--- config.mk ---
export PLATFORM = sky130hd
export DESIGN_NAME = unsigned_text_to_integer_parser
export DESIGN_NICKNAME = d
export VERILOG_FILES = /design/src/rtl/uttip_pkg.sv /design/src/rtl/unsigned_text_to_integer_parser.sv
export SDC_FILE = /design/constraint.sdc
export NUM_CORES = 1
export LEC_CHECK = 0
export CAP_MARGIN = 20
export CORE_ASPECT_RATIO = 2
export CORE_MARGIN = 10
export CORE_UTILIZATION = 35
export CTS_CLUSTER_DIAMETER = 120
export DETAILED_ROUTE_END_ITERATION = 8
export DONT_BUFFER_PORTS = 1
export PLACE_DENSITY = 0.51
export SLEW_MARGIN = 10
export SYNTH_ARGS = -nofsm -noshare
export SYNTH_HDL_FRONTEND = slang
export SYNTH_SLANG_ARGS = --single-unit
--- constraint.sdc ---
create_clock -name i_clk -period 17.1 [get_ports i_clk]
set_input_delay 1.71 -clock i_clk [delete_from_list [all_inputs] [get_ports i_clk]]
set_output_delay 1.71 -clock i_clk [all_outputs]
set_load 0.005 [all_outputs]
--- src/rtl/uttip_pkg.sv ---
// Shared constants, types and the character classifier for the text-to-integer parser.
// No dependencies; used by unsigned_text_to_integer_parser.
package uttip_pkg;

    localparam int CHAR_W               = 8;
    localparam int BASE_W               = 6;
    localparam int DIGIT_W              = 6;
    localparam int VALUE_W              = 32;
    localparam int OFFSET_W             = 13;
    localparam int DEFAULT_MAX_STRING_LEN = 4096;

    localparam logic [BASE_W-1:0] BASE_AUTO    = 6'd0;
    localparam logic [BASE_W-1:0] BASE_INVALID = 6'd1;
    localparam logic [BASE_W-1:0] BASE_OCT     = 6'd8;
    localparam logic [BASE_W-1:0] BASE_DEC     = 6'd10;
    localparam logic [BASE_W-1:0] BASE_HEX     = 6'd16;
    localparam logic [BASE_W-1:0] BASE_MAX     = 6'd36;
    localparam logic [BASE_W-1:0] BASE_RESET   = BASE_DEC;

    localparam logic [CHAR_W-1:0] CHAR_NUL   = 8'h00;
    localparam logic [CHAR_W-1:0] CHAR_TAB   = 8'h09;
    localparam logic [CHAR_W-1:0] CHAR_CR    = 8'h0D;
    localparam logic [CHAR_W-1:0] CHAR_SPACE = 8'h20;
    localparam logic [CHAR_W-1:0] CHAR_PLUS  = 8'h2B;
    localparam logic [CHAR_W-1:0] CHAR_MINUS = 8'h2D;
    localparam logic [CHAR_W-1:0] CHAR_ZERO  = 8'h30;
    localparam logic [CHAR_W-1:0] CHAR_NINE  = 8'h39;
    localparam logic [CHAR_W-1:0] CHAR_UP_A  = 8'h41;
    localparam logic [CHAR_W-1:0] CHAR_UP_X  = 8'h58;
    localparam logic [CHAR_W-1:0] CHAR_UP_Z  = 8'h5A;
    localparam logic [CHAR_W-1:0] CHAR_LO_A  = 8'h61;
    localparam logic [CHAR_W-1:0] CHAR_LO_X  = 8'h78;
    localparam logic [CHAR_W-1:0] CHAR_LO_Z  = 8'h7A;
    localparam logic [CHAR_W-1:0] LETTER_BIAS = 8'd10;

    typedef struct packed {
        logic               ok;
        logic [DIGIT_W-1:0] val;
    } t_digit;

    function automatic t_digit digit_value(input logic [CHAR_W-1:0] c);
        t_digit d;
        logic [CHAR_W-1:0] v;
        d = '0;
        v = '0;
        if (c >= CHAR_ZERO && c <= CHAR_NINE) begin
            v = c - CHAR_ZERO;
            d.ok = 1'b1;
        end else if (c >= CHAR_UP_A && c <= CHAR_UP_Z) begin
            v = c - CHAR_UP_A + LETTER_BIAS;
            d.ok = 1'b1;
        end else if (c >= CHAR_LO_A && c <= CHAR_LO_Z) begin
            v = c - CHAR_LO_A + LETTER_BIAS;
            d.ok = 1'b1;
        end
        d.val = v[DIGIT_W-1:0];
        return d;
    endfunction

endpackage

--- src/rtl/unsigned_text_to_integer_parser.sv ---
// Streaming unsigned text-to-integer parser, one character beat per cycle when not stalled.
// Depends on uttip_pkg (constants, t_digit, digit_value).
//
// Channel   Dir  Signals                       Contents
// s         in   i_s_tvalid/o_s_tready         tdata[7:0] char_code, tlast last_char
// m         out  o_m_tvalid/i_m_tready         tdata[31:0] parsed_value,
//                                              [44:32] end_offset, [45] any_digits
// cfg       in   i_cfg_valid/o_cfg_ready       data[5:0] number_base
//
// Each character waits in the input register while the parse logic
// (a 32x6 multiply-add with saturation) updates the state; the result register
// loads as a last beat is parsed. A new beat can be accepted every cycle unless stalled.
// Synchronous active-low reset clears the parse state and sets number_base to 10.
// A stalled result holds the parse stage only while a last beat waits behind it.
module unsigned_text_to_integer_parser #(
    parameter int MAX_STRING_LEN = uttip_pkg::DEFAULT_MAX_STRING_LEN
) (
    input  logic                          i_clk,
    input  logic                          i_rst_n,
    input  logic                          i_s_tvalid,
    output logic                          o_s_tready,
    input  logic [uttip_pkg::CHAR_W-1:0]  i_s_tdata,   // [7:0] char_code
    input  logic                          i_s_tlast,   // last_char
    output logic                          o_m_tvalid,
    input  logic                          i_m_tready,
    output logic [47:0]                   o_m_tdata,   // parsed_value, end_offset, any_digits
    input  logic                          i_cfg_valid,
    output logic                          o_cfg_ready,
    input  logic [uttip_pkg::BASE_W-1:0]  i_cfg_data   // number_base
);

    localparam int POS_W = $clog2(MAX_STRING_LEN + 1);
    localparam logic [POS_W-1:0] POS_MAX = POS_W'(MAX_STRING_LEN);
    localparam int PROD_W = uttip_pkg::VALUE_W + uttip_pkg::BASE_W;

    typedef enum logic [2:0] {
        PH_SPACE,
        PH_SIGN,
        PH_START,
        PH_DIGITS,
        PH_STOP
    } t_phase;

    logic                            r_in_valid;
    logic [uttip_pkg::CHAR_W-1:0]    r_code;
    logic                            r_last;
    logic [uttip_pkg::BASE_W-1:0]    r_number_base;

    t_phase                          r_phase, n_phase;
    logic [uttip_pkg::VALUE_W-1:0]   r_acc, n_acc;
    logic                            r_minus, n_minus;
    logic [uttip_pkg::BASE_W-1:0]    r_base, n_base;
    logic                            r_pz, n_pz;
    logic [POS_W-1:0]                r_pos, n_pos;
    logic [POS_W-1:0]                r_dend, n_dend;
    logic                            r_dseen, n_dseen;

    logic                            r_out_valid;
    logic [uttip_pkg::VALUE_W-1:0]   r_out_value;
    logic [uttip_pkg::OFFSET_W-1:0]  r_out_offset;
    logic                            r_out_any;

    logic                            advance;
    logic                            proc;
    logic [uttip_pkg::CHAR_W-1:0]    code;
    uttip_pkg::t_digit               dig;
    logic [PROD_W-1:0]               prod;
    logic                            used;
    logic [uttip_pkg::VALUE_W-1:0]   res_value;
    logic [POS_W-1:0]                res_end;
    logic [POS_W+uttip_pkg::OFFSET_W-1:0] res_end_wide;

    assign advance     = !r_out_valid || i_m_tready;
    assign proc        = r_in_valid && (advance || !r_last);
    assign o_s_tready  = !r_in_valid || proc;
    assign o_cfg_ready = 1'b1;

    assign code = (r_pos < POS_MAX) ? r_code : uttip_pkg::CHAR_NUL;
    assign dig  = uttip_pkg::digit_value(code);
    assign prod = PROD_W'(r_acc) * PROD_W'(r_base) + PROD_W'(dig.val);

    always_comb begin
        n_phase = r_phase;
        n_acc   = r_acc;
        n_minus = r_minus;
        n_base  = r_base;
        n_pz    = r_pz;
        n_dend  = r_dend;
        n_dseen = r_dseen;
        used    = 1'b0;

        if (r_pos == '0) begin
            n_base = r_number_base;
            if (n_base == uttip_pkg::BASE_INVALID || n_base > uttip_pkg::BASE_MAX) begin
                n_phase = PH_STOP;
            end
        end

        if (n_phase == PH_SPACE) begin
            if (code == uttip_pkg::CHAR_SPACE ||
                (code >= uttip_pkg::CHAR_TAB && code <= uttip_pkg::CHAR_CR)) begin
                used = 1'b1;
            end else begin
                n_phase = PH_SIGN;
            end
        end

        if (!used && n_phase == PH_SIGN) begin
            n_phase = PH_START;
            if (code == uttip_pkg::CHAR_MINUS) begin
                n_minus = 1'b1;
                used    = 1'b1;
            end else if (code == uttip_pkg::CHAR_PLUS) begin
                used = 1'b1;
            end
        end

        if (!used && n_phase == PH_START) begin
            if (r_pz) begin
                n_pz = 1'b0;
                if (code == uttip_pkg::CHAR_LO_X || code == uttip_pkg::CHAR_UP_X) begin
                    n_base  = uttip_pkg::BASE_HEX;
                    n_phase = PH_DIGITS;
                    used    = 1'b1;
                end else begin
                    if (n_base == uttip_pkg::BASE_AUTO) begin
                        n_base = uttip_pkg::BASE_OCT;
                    end
                    n_phase = PH_DIGITS;
                    n_dseen = 1'b1;
                    n_dend  = r_pos;
                end
            end else if ((n_base == uttip_pkg::BASE_AUTO || n_base == uttip_pkg::BASE_HEX) &&
                         code == uttip_pkg::CHAR_ZERO) begin
                n_pz = 1'b1;
                used = 1'b1;
            end else begin
                if (n_base == uttip_pkg::BASE_AUTO) begin
                    n_base = (dig.ok && dig.val == '0) ? uttip_pkg::BASE_OCT
                                                       : uttip_pkg::BASE_DEC;
                end
                n_phase = PH_DIGITS;
            end
        end

        if (!used && n_phase == PH_DIGITS) begin
            if (!dig.ok || dig.val >= n_base) begin
                n_phase = PH_STOP;
            end else begin
                if (r_phase == PH_DIGITS) begin
                    n_acc = (prod[PROD_W-1:uttip_pkg::VALUE_W] != '0) ? '1
                                                                      : prod[uttip_pkg::VALUE_W-1:0];
                end else begin
                    n_acc = uttip_pkg::VALUE_W'(dig.val);
                end
                n_dseen = 1'b1;
                n_dend  = r_pos + POS_W'(1);
            end
        end

        n_pos = (r_pos < POS_MAX) ? r_pos + POS_W'(1) : r_pos;

        if (r_last && n_phase == PH_START && n_pz) begin
            n_dseen = 1'b1;
            n_dend  = n_pos;
        end

        res_value    = n_minus ? (~n_acc + uttip_pkg::VALUE_W'(1)) : n_acc;
        res_end      = n_dseen ? n_dend : '0;
        res_end_wide = {{uttip_pkg::OFFSET_W{1'b0}}, res_end};
    end

    always_ff @(posedge i_clk) begin
        if (!i_rst_n) begin
            r_in_valid    <= 1'b0;
            r_number_base <= uttip_pkg::BASE_RESET;
            r_phase       <= PH_SPACE;
            r_acc         <= '0;
            r_minus       <= 1'b0;
            r_base        <= '0;
            r_pz          <= 1'b0;
            r_pos         <= '0;
            r_dend        <= '0;
            r_dseen       <= 1'b0;
            r_out_valid   <= 1'b0;
        end else begin
            if (i_cfg_valid) begin
                r_number_base <= i_cfg_data;
            end

            if (i_s_tvalid && o_s_tready) begin
                r_in_valid <= 1'b1;
            end else if (proc) begin
                r_in_valid <= 1'b0;
            end

            if (proc) begin
                if (r_last) begin
                    r_phase <= PH_SPACE;
                    r_acc   <= '0;
                    r_minus <= 1'b0;
                    r_base  <= '0;
                    r_pz    <= 1'b0;
                    r_pos   <= '0;
                    r_dend  <= '0;
                    r_dseen <= 1'b0;
                end else begin
                    r_phase <= n_phase;
                    r_acc   <= n_acc;
                    r_minus <= n_minus;
                    r_base  <= n_base;
                    r_pz    <= n_pz;
                    r_pos   <= n_pos;
                    r_dend  <= n_dend;
                    r_dseen <= n_dseen;
                end
            end

            if (proc && r_last) begin
                r_out_valid <= 1'b1;
            end else if (i_m_tready) begin
                r_out_valid <= 1'b0;
            end
        end
    end

    always_ff @(posedge i_clk) begin
        if (i_s_tvalid && o_s_tready) begin
            r_code <= i_s_tdata;
            r_last <= i_s_tlast;
        end
        if (proc && r_last) begin
            r_out_value  <= res_value;
            r_out_offset <= res_end_wide[uttip_pkg::OFFSET_W-1:0];
            r_out_any    <= n_dseen;
        end
    end

    assign o_m_tvalid = r_out_valid;
    assign o_m_tdata  = {2'b00, r_out_any, r_out_offset, r_out_value};

endmodule

==> impl_metrics.json, run 1 <==
{
  "outcome": "finished, final reports clean",
  "post_drt_wl_per_cell_um": 22.15,
  "synth_area_leaders": "fa_1, edfxtp_1, dfxtp_1",
  "max-cap-violations": 0,
  "regArea_um2": 3214,
  "synth_ff_type": "dfxtp_1",
  "yosys-top-cells-count": "nand2_1, inv_1, fa_1",
  "min_to": "r_minus$_SDFFE_PN0P_",
  "yosysMostFrequentCell": "nand2_1",
  "r2r-end": "r_out_value[26]$_DFFE_PP_",
  "design_area_um2": 15940,
  "tns_ns": 0,
  "routed_wl_um": 50900,
  "slew_headroom_pct": 28.43,
  "synth.distinct_cells": 92,
  "cts_tree": "built",
  "clk_latency_ns": 0.45,
  "nets": 1983,
  "drt_pass1_iterations": 7,
  "rows": 107,
  "crit_arrival_ns": 9.21,
  "hp-class": "reg -> reg",
  "ys_ff_latch": 133,
  "antenna_found_initial": 1,
  "fin_worst_skew_ns": 0.01752,
  "dieArea_um2": 52180,
  "grt_overflow": 0,
  "antenna_cells": 0,
  "syn_area_um2": 15050,
  "drive_above_1_share_pct": 5.476,
  "ant_nets": 0,
  "rsz0062_at_grt": "no",
  "cpMostUsedCell": "ha_1",
  "slowest_stage": "nor3b_2",
  "cts_max_path_buffers": 2,
  "hold_buffers": 0,
  "power_leakage_nw": 6.795,
  "die_w_um": 166.6,
  "synthArstFlopShare_pct": 0,
  "crit_path_end_kind": "flip-flop",
  "grt_usage_pct": 19.21,
  "route.vias.total": 13240,
  "numCtsBuffers": 17,
  "path_max_fanout": 33,
  "whs_ns": 0.5154,
  "synth.largest_area_cell": "fa_1",
  "max_stage_delay_ns": 0.79,
  "cp_data_required_time_ns": 17.28,
  "final.period_utilization_pct": 52.80,
  "die_y_um": 313.2,
  "start_util_pct": 35.34,
  "cts_num_sinks": 133,
  "syn_area_per_cell_um2": 8.199,
  "hold_start": "r_minus$_SDFFE_PN0P_",
  "io_buffers": 0,
  "grt_pass1_wl_um": 79070,
  "cts.reportedPaths.clkPinSlew_ns": 0.07,
  "ys_seq_area_share_pct": 21.36,
  "utilization_pct": 37.43,
  "core_um2": 42570,
  "dpl_cell_area_um2": 15340,
  "grt_pass1_vias": 13918,
  "drc_errors": 0,
  "fillers": 4405,
  "synth_top_cell_area_share_pct": 16.37,
  "synth-edff-count": 55,
  "h-tree-depth": 4,
  "io_pins": 71,
  "r2r_slack_ns": 8.07,
  "worstHoldPathCells": 2,
  "vias_per_cell": 5.762,
  "postCtsSetupBuffers": 0,
  "yosysWarnings": 0,
  "hold_violations": 0,
  "vdd_drop_max_uv": 51.23,
  "period_needed_ns": 9.029,
  "start_kind": "flip-flop",
  "p_per_area_nw_per_um2": 54.99,
  "cts-root-buf": "clkbuf_16",
  "multi_input_area_um2": 10700,
  "drv_slew": 0,
  "tightest_slew_ns": 1.070,
  "grt_max_degree": 78,
  "synthToLayoutAreaGrowth_pct": 5.913,
  "cts_resized": 0,
  "dpl.hpwl_um": 38750,
  "syn_inst": 1835,
  "max_freq_mhz": 110.8,
  "drtIter0Drc": 812,
  "worstRegToRegCells": 28,
  "place_congestion": 0.9613,
  "critPathKind": "reg -> reg",
  "setup_viol": 0,
  "timing.rr.start": "r_pos[12]$_SDFFE_PN0P_"
}
==> final cells by class <==
class                      count  area share [%]
sequential                   133           20.17
timing repair buffer          22           1.036
multi-input combinational   1409           67.12
clock buffer                  19           2.913
inverter                     157           3.698
tap                          545           4.279
clock inverter                13          0.7773
==> state kept, by name, indices dropped and copies added (netlist names), 3 cells and up <==
signal         cells
r_out_offset      13
r_acc             32
r_base             6
r_number_base      6
r_out_value       32
r_dend            13
r_phase            3
r_code             8
r_pos             13
==> report_power, final <==
group          internal [W]  total [W]  switching, W  leakage (nW)
combinational     0.0000482   0.000153      0.000105          5.35
sequential         0.000341   0.000352     0.0000118          1.15
clock              0.000205   0.000371      0.000166         0.286
total              0.000594   0.000876      0.000282          6.79
==> cells in the final DEF (no fill, tap or decap), types with 14 or more instances in the layout <==
| cell | n |
|---|---|
| a31oi_1 | 28 |
| nor2b_1 | 50 |
| nand3_1 | 32 |
| a22oi_1 | 17 |
| dfxtp_1 | 77 |
| nor3_1 | 27 |
| and3_1 | 15 |
| a21oi_1 | 117 |
| nand4_1 | 14 |
| a21boi_0 | 16 |
| clkbuf_16 | 18 |
| o21ai_0 | 95 |
| a21o_1 | 14 |
| xnor2_1 | 47 |
| nor2_1 | 103 |
| inv_1 | 156 |
| and2_1 | 96 |
| fa_1 | 123 |
| mux2i_1 | 17 |
| o21a_1 | 15 |
| ha_1 | 100 |
| edfxtp_1 | 55 |
| nand2_1 | 249 |
| buf_4 | 21 |
| xor2_1 | 28 |
| nor4_1 | 17 |
==> through the flow <==
step | total power, W | setup slack [ns] | cells
final | 0.0008764 | 8.071 | 2298
after global routing | 0.0009080 | 7.584 | 2298
after CTS | 0.0008815 | 8.123 | 2297
after detailed placement | 0.0005106 | 8.126 | 2265
after global placement | 0.0005092 | 8.325 | 2265
after floorplan | 0.0004624 | 9.883 | 1836
==> worst max-delay path by stage <==
stage / from / to / slack [ns] / depth (start not counted)
global route: r_pos[12]$_SDFFE_PN0P_ / r_out_value[24]$_DFFE_PP_ / 7.58 / 28
global placement: r_pos[12]$_SDFFE_PN0P_ / r_out_value[28]$_DFFE_PP_ / 8.33 / 27
finish: r_pos[12]$_SDFFE_PN0P_ / r_out_value[26]$_DFFE_PP_ / 8.07 / 28
detailed placement: r_pos[12]$_SDFFE_PN0P_ / r_out_value[28]$_DFFE_PP_ / 8.13 / 28
CTS: r_pos[12]$_SDFFE_PN0P_ / r_out_value[26]$_DFFE_PP_ / 8.12 / 28
floorplan: r_base[5]$_SDFFE_PN0P_ / r_out_value[28]$_DFFE_PP_ / 9.88 / 28
==> worst max-delay path: cells and delay by family (launching register included) <==
kind | cells | cell delay, ns
AND/OR/NAND/NOR | 8 | 2.81
AO/OA/AOI/OAI | 10 | 2.55
adder cells (fa/ha/maj) | 5 | 1.53
buffers and inverters | 3 | 1.05
flip-flops | 1 | 0.31
multiplexers | 1 | 0.25
XOR/XNOR | 1 | 0.21
==> metal layers <==
metal / up-vias / track usage (%) / part of all wire (%)
li1: 6082 / - / -
met1: 6623 / 18.17 / 35
met2: 391 / 37.77 / 56
met3: 142 / 2.519 / 3.6
met4: 2 / 11.84 / 5.7
met5: - / 0 / 0.016
==> logic make-up (layout without fill, tap and decap cells) <==
kind of cell	after synthesis	after routing	share of synthesized area, %
buffers and inverters	294	211	7.751
AOI/OAI and AO/OA	424	424	18.51
xor gates and xnor gates	75	75	4.366
adders and majority gates	223	223	24.68
DFF	133	133	21.36
and+or+nand+nor	663	663	21.84
muxes	21	21	1.447
other	2	3	0.04991
(Power assumes the default switching activity.)
==> inputs of run 2 (changes only) <==
==> constraint.sdc (replaced) <==
create_clock -name i_clk -period 8.5 [get_ports i_clk]
set_input_delay 0.85 -clock i_clk [delete_from_list [all_inputs] [get_ports i_clk]]
set_output_delay 0.85 -clock i_clk [all_outputs]
set_load 0.005 [all_outputs]
==> impl_metrics.json, run 2 (synthesis results as in run 1) <==
{
  "setup_viol": 0,
  "grt_pass1_vias": 13815,
  "cts-root-buf": "clkbuf_16",
  "core_um2": 42570,
  "p_per_area_nw_per_um2": 110.3,
  "numCtsBuffers": 17,
  "antenna_cells": 0,
  "tns_ns": 0,
  "layout_commonest_cell": "nand2_1",
  "grt_max_degree": 78,
  "start_util_pct": 35.34,
  "antenna_found_initial": 1,
  "cts_num_sinks": 133,
  "io_buffers": 0,
  "dpl_cell_area_um2": 15480,
  "crit_path_end_kind": "flip-flop",
  "post_drt_wl_per_cell_um": 22.69,
  "io_pins": 71,
  "rsz0062_at_grt": "no",
  "hp-class": "in -> reg",
  "cts_max_path_buffers": 2,
  "dieArea_um2": 52180,
  "crit_start": "r_base[1]$_SDFFE_PN0P_",
  "drive_above_1_share_pct": 6.381,
  "cts.reportedPaths.clkPinSlew_ns": 0.07,
  "power_leakage_nw": 6.883,
  "final_cell_mix": "nand2_1, inv_1, fa_1",
  "vdd_drop_max_uv": 119.6,
  "hold_start": "i_rst_n",
  "drc_errors": 0,
  "timing.rr.start": "r_base[1]$_SDFFE_PN0P_",
  "period_needed_ns": 7.836,
  "reg_top3": "r_acc (32), r_out_value (32)",
  "crit_arrival_ns": 8.01,
  "ant_nets": 0,
  "fin_worst_skew_ns": 0.01930,
  "max-cap-violations": 0,
  "slew_headroom_pct": 21.75,
  "nets": 2001,
  "h-tree-depth": 4,
  "grt_usage_pct": 19.78,
  "cts_tree": "built",
  "drv_slew": 0,
  "cp_data_required_time_ns": 8.68,
  "critPathKind": "reg -> reg",
  "place_congestion": 0.9125,
  "die_y_um": 313.2,
  "hold_buffers": 0,
  "worstHoldPathCells": 1,
  "postCtsSetupBuffers": 0,
  "grt_overflow": 0,
  "design_area_um2": 16060,
  "vias_per_cell": 5.722,
  "dpl.hpwl_um": 41220,
  "route.vias.total": 13252,
  "synthToLayoutAreaGrowth_pct": 6.728,
  "outcome": "finished, final reports clean",
  "drt_pass1_iterations": 5,
  "grt_pass1_wl_um": 80650,
  "drtIter0Drc": 784,
  "final.period_utilization_pct": 92.19,
  "clk_latency_ns": 0.45,
  "routed_wl_um": 52560,
  "path_max_fanout": 23,
  "start_kind": "flip-flop",
  "worstRegToRegCells": 25,
  "cts_resized": 0,
  "max_freq_mhz": 127.6,
  "die_w_um": 166.6,
  "rows": 107,
  "tightest_slew_ns": 1.166,
  "hold_violations": 0
}
==> run 2: cell count changes in the layout (fill, tap and decap cells not counted), sizes merged <==
cell      change
buf          +19
clkbuf        -3
clkinv        +3
clkinvlp      -2
inv           +1
==> run 2: worst paths after layout <==
path	endpoint	slack (ns)
min	r_number_base[3]$_SDFFE_PN1P_	0.49
min reg2reg	r_minus$_SDFFE_PN0P_	0.51
max reg2reg	r_out_value[28]$_DFFE_PP_	0.66
max	r_out_value[28]$_DFFE_PP_	0.66
==> run 2: per-stage QoR <==
| stage | std cells | hold slack [ns] | power [W] | utilization, % | worst slack (ns) |
|---|---|---|---|---|---|
| floorplan | 1836 | 0.4682 | 0.0009302 | - | 1.283 |
| global placement | 2283 | 0.4961 | 0.001034 | 36.35 | 0.9037 |
| detailed placement | 2284 | 0.5023 | 0.001037 | 36.36 | 0.7911 |
| CTS | 2316 | 0.4698 | 0.001777 | 37.72 | 0.7633 |
| global route | 2316 | 0.4829 | 0.001829 | 37.72 | 0.2394 |
| finish | 2316 | 0.4924 | 0.001771 | 37.72 | 0.6637 |
==> run 2: power breakdown <==
group | internal, W | switching [W]
clock | 0.000392 | 0.000355
combinational | 0.000106 | 0.000208
sequential | 0.000685 | 0.0000251
==> run 2: critical path, stage by stage (launching register included) <==
cell      delay, ns
dfxtp_1        1.08
nand2_1        0.17
fa_1           0.57
fa_1           0.45
fa_1           0.56
inv_1          0.04
ha_1           0.28
ha_1           0.48
nand2_1        0.11
o21ai_0        0.68
a311oi_1       0.15
buf_4          0.22
a311oi_1       0.43
o21a_1         0.17
o221a_2        0.22
nand4_1        0.18
o21ai_0        0.19
o21ai_0        0.13
mux2i_1        0.18
buf_4          0.13
ha_1           0.20
o2111a_1       0.20
nor3b_2        0.17
buf_4          0.23
a41oi_1        0.15
xor2_1         0.18
==> run 2: area by class of cell <==
type / count / area [um2]
Clock inverter: 15 / 151.4
Timing Repair Buffer: 40 / 300.3
Sequential cell: 133 / 3213
Multi-Input combinational cell: 1409 / 10700
Inverter: 157 / 589.3
Tap cell: 545 / 681.9
Fill cell: 4372 / 26520
Clock buffer: 17 / 425.4
==> run 2: per-layer routing <==
metal / track usage [%] / share of wire, % / wire length, um / vias up
met4: 13.64 / 6.9 / 3629 / 2
li1: - / - / - / 6127
met3: 2.268 / 3.1 / 1647 / 179
met5: 0 / 0.025 / 13 / -
met1: 17.93 / 33 / 17490 / 6532
met2: 39.37 / 57 / 29770 / 412
==> inputs of run 3 (changes only) <==
==> constraint.sdc (replaced) <==
create_clock -name i_clk -period 7.6 [get_ports i_clk]
set_input_delay 0.76 -clock i_clk [delete_from_list [all_inputs] [get_ports i_clk]]
set_output_delay 0.76 -clock i_clk [all_outputs]
set_load 0.005 [all_outputs]
==> impl_metrics.json, run 3 (synthesis results as in run 1) <==
{
  "top_layer_used": "met4",
  "place_congestion": 0.9364,
  "io_pins": 71,
  "setup_viol": 0,
  "placedCellCount": 2304,
  "start_util_pct": 35.34,
  "hold_violations": 0,
  "grt_overflow": 0,
  "cts_max_path_buffers": 2,
  "start_kind": "flip-flop",
  "vias_per_cell": 5.756,
  "critPathKind": "reg -> reg",
  "hold_start": "i_s_tdata[3]",
  "antenna_found_initial": 0,
  "route.vias.total": 13458,
  "whs_ns": 0.3897,
  "cp_data_required_time_ns": 7.79,
  "grt_usage_pct": 19.98,
  "period_needed_ns": 7.286,
  "h-tree-depth": 4,
  "die_y_um": 313.2,
  "tns_ns": 0,
  "slowest_stage": "fa_1",
  "post_drt_wl_per_cell_um": 22.92,
  "nets": 2023,
  "met3_length_um": 1670,
  "max_freq_mhz": 137.3,
  "tightest_slew_ns": 0.8171,
  "wl_met1_um": 18250,
  "numCtsBuffers": 17,
  "slew_headroom_pct": 45.33,
  "crit_path_end_kind": "flip-flop",
  "fin_worst_skew_ns": 0.01299,
  "cts_tree": "built",
  "outcome": "finished, final reports clean",
  "grt_max_degree": 78,
  "max-cap-violations": 0,
  "reg_top3": "r_acc (32), r_out_value (32)",
  "cts-root-buf": "clkbuf_16",
  "cts_num_sinks": 133,
  "crit_start": "r_base[3]$_SDFFE_PN0P_",
  "final.period_utilization_pct": 95.87,
  "drive_above_1_share_pct": 7.864,
  "drt_pass1_iterations": 7,
  "p_per_area_nw_per_um2": 123.1,
  "max_stage_delay_ns": 0.56,
  "dieArea_um2": 52180,
  "hp-class": "in -> reg",
  "cpMostUsedCell": "fa_1",
  "vdd_drop_max_uv": 127.3,
  "die_w_um": 166.6,
  "path_max_fanout": 18,
  "power_leakage_nw": 7.025,
  "crit_arrival_ns": 7.48,
  "timing.rr.start": "r_base[3]$_SDFFE_PN0P_",
  "final_cell_mix": "nand2_1, inv_1, fa_1",
  "antenna_cells": 0,
  "io_buffers": 0,
  "layout_commonest_cell": "nand2_1",
  "rows": 107,
  "ant_nets": 0,
  "fillers": 4384,
  "fin_cells": 2338,
  "wl_met2_um": 30450,
  "hold_buffers": 0,
  "grt_pass1_wl_um": 81790,
  "core_um2": 42570,
  "routed_wl_um": 53600,
  "clk_latency_ns": 0.46,
  "drtIter0Drc": 952,
  "dpl.hpwl_um": 41400,
  "grt_pass1_vias": 14051,
  "drv_slew": 0,
  "cts.reportedPaths.clkPinSlew_ns": 0.07,
  "synthToLayoutAreaGrowth_pct": 8.591,
  "drc_errors": 0
}
==> run 3: repair_timing <==
action                     4_1_cts  5_1_grt
resized for setup                0        8
setup endpoints to repair        0       13
setup buffers                    0        1
hold endpoints to repair         0        0
==> run 3: where the power goes <==
part | total [W] | internal [W] | switching (W)
combinational | 0.000375 | 0.000127 | 0.000248
sequential | 0.000789 | 0.000766 | 0.0000228
clock | 0.000847 | 0.000439 | 0.000408
==> run 3: cell type report <==
class	count	area [um2]	share of cell area [%]
sequential	133	3217	19.69
inverter	157	589.3	3.607
timing repair buffer	62	549.3	3.362
multi-input combinational	1409	10720	65.60
clock buffer	17	425.4	2.604
clock inverter	15	157.7	0.9649
tap	545	681.9	4.174
==> run 3: worst paths after layout <==
kind | endpoint | slack [ns] | cells after the start
worst max-delay path | r_out_value[28]$_DFFE_PP_ | 0.31 | 26
worst min-delay path | r_code[3]$_DFFE_PP_ | 0.39 | 0
worst max register to register | r_out_value[28]$_DFFE_PP_ | 0.31 | 26
worst min register to register | r_minus$_SDFFE_PN0P_ | 0.51 | 2
==> run 3: routing by layer <==
metal,vias to the layer above,GRT usage (%)
met4,0,11.80
met1,6652,18.94
met3,170,2.055
li1,6166,-
met5,-,0
met2,470,39.85
==> run 3: through the flow <==
stage / setup slack [ns] / total power (W) / cell area (um2) / utilization, %
after global placement: 0.3790 / 0.001168 / 15690 / 36.86
after global routing: -0.02962 / 0.002081 / 16340 / 38.38
after floorplan: 0.3832 / 0.001040 / 15050 / -
after CTS: 0.2226 / 0.002017 / 16280 / 38.23
final: 0.3142 / 0.002011 / 16340 / 38.38
after detailed placement: 0.2449 / 0.001170 / 15690 / 36.86
==> run 3: critical path, delay by kind of cell (launching register included) <==
kind / cells / cell delay (ns)
AO/OA/AOI/OAI: 8 / 2.01
XOR/XNOR: 1 / 0.17
adder cells (fa/ha/maj): 6 / 2.69
buffers and inverters: 5 / 0.55
flip-flops: 1 / 0.43
multiplexers: 1 / 0.26
AND/OR/NAND/NOR: 5 / 0.90
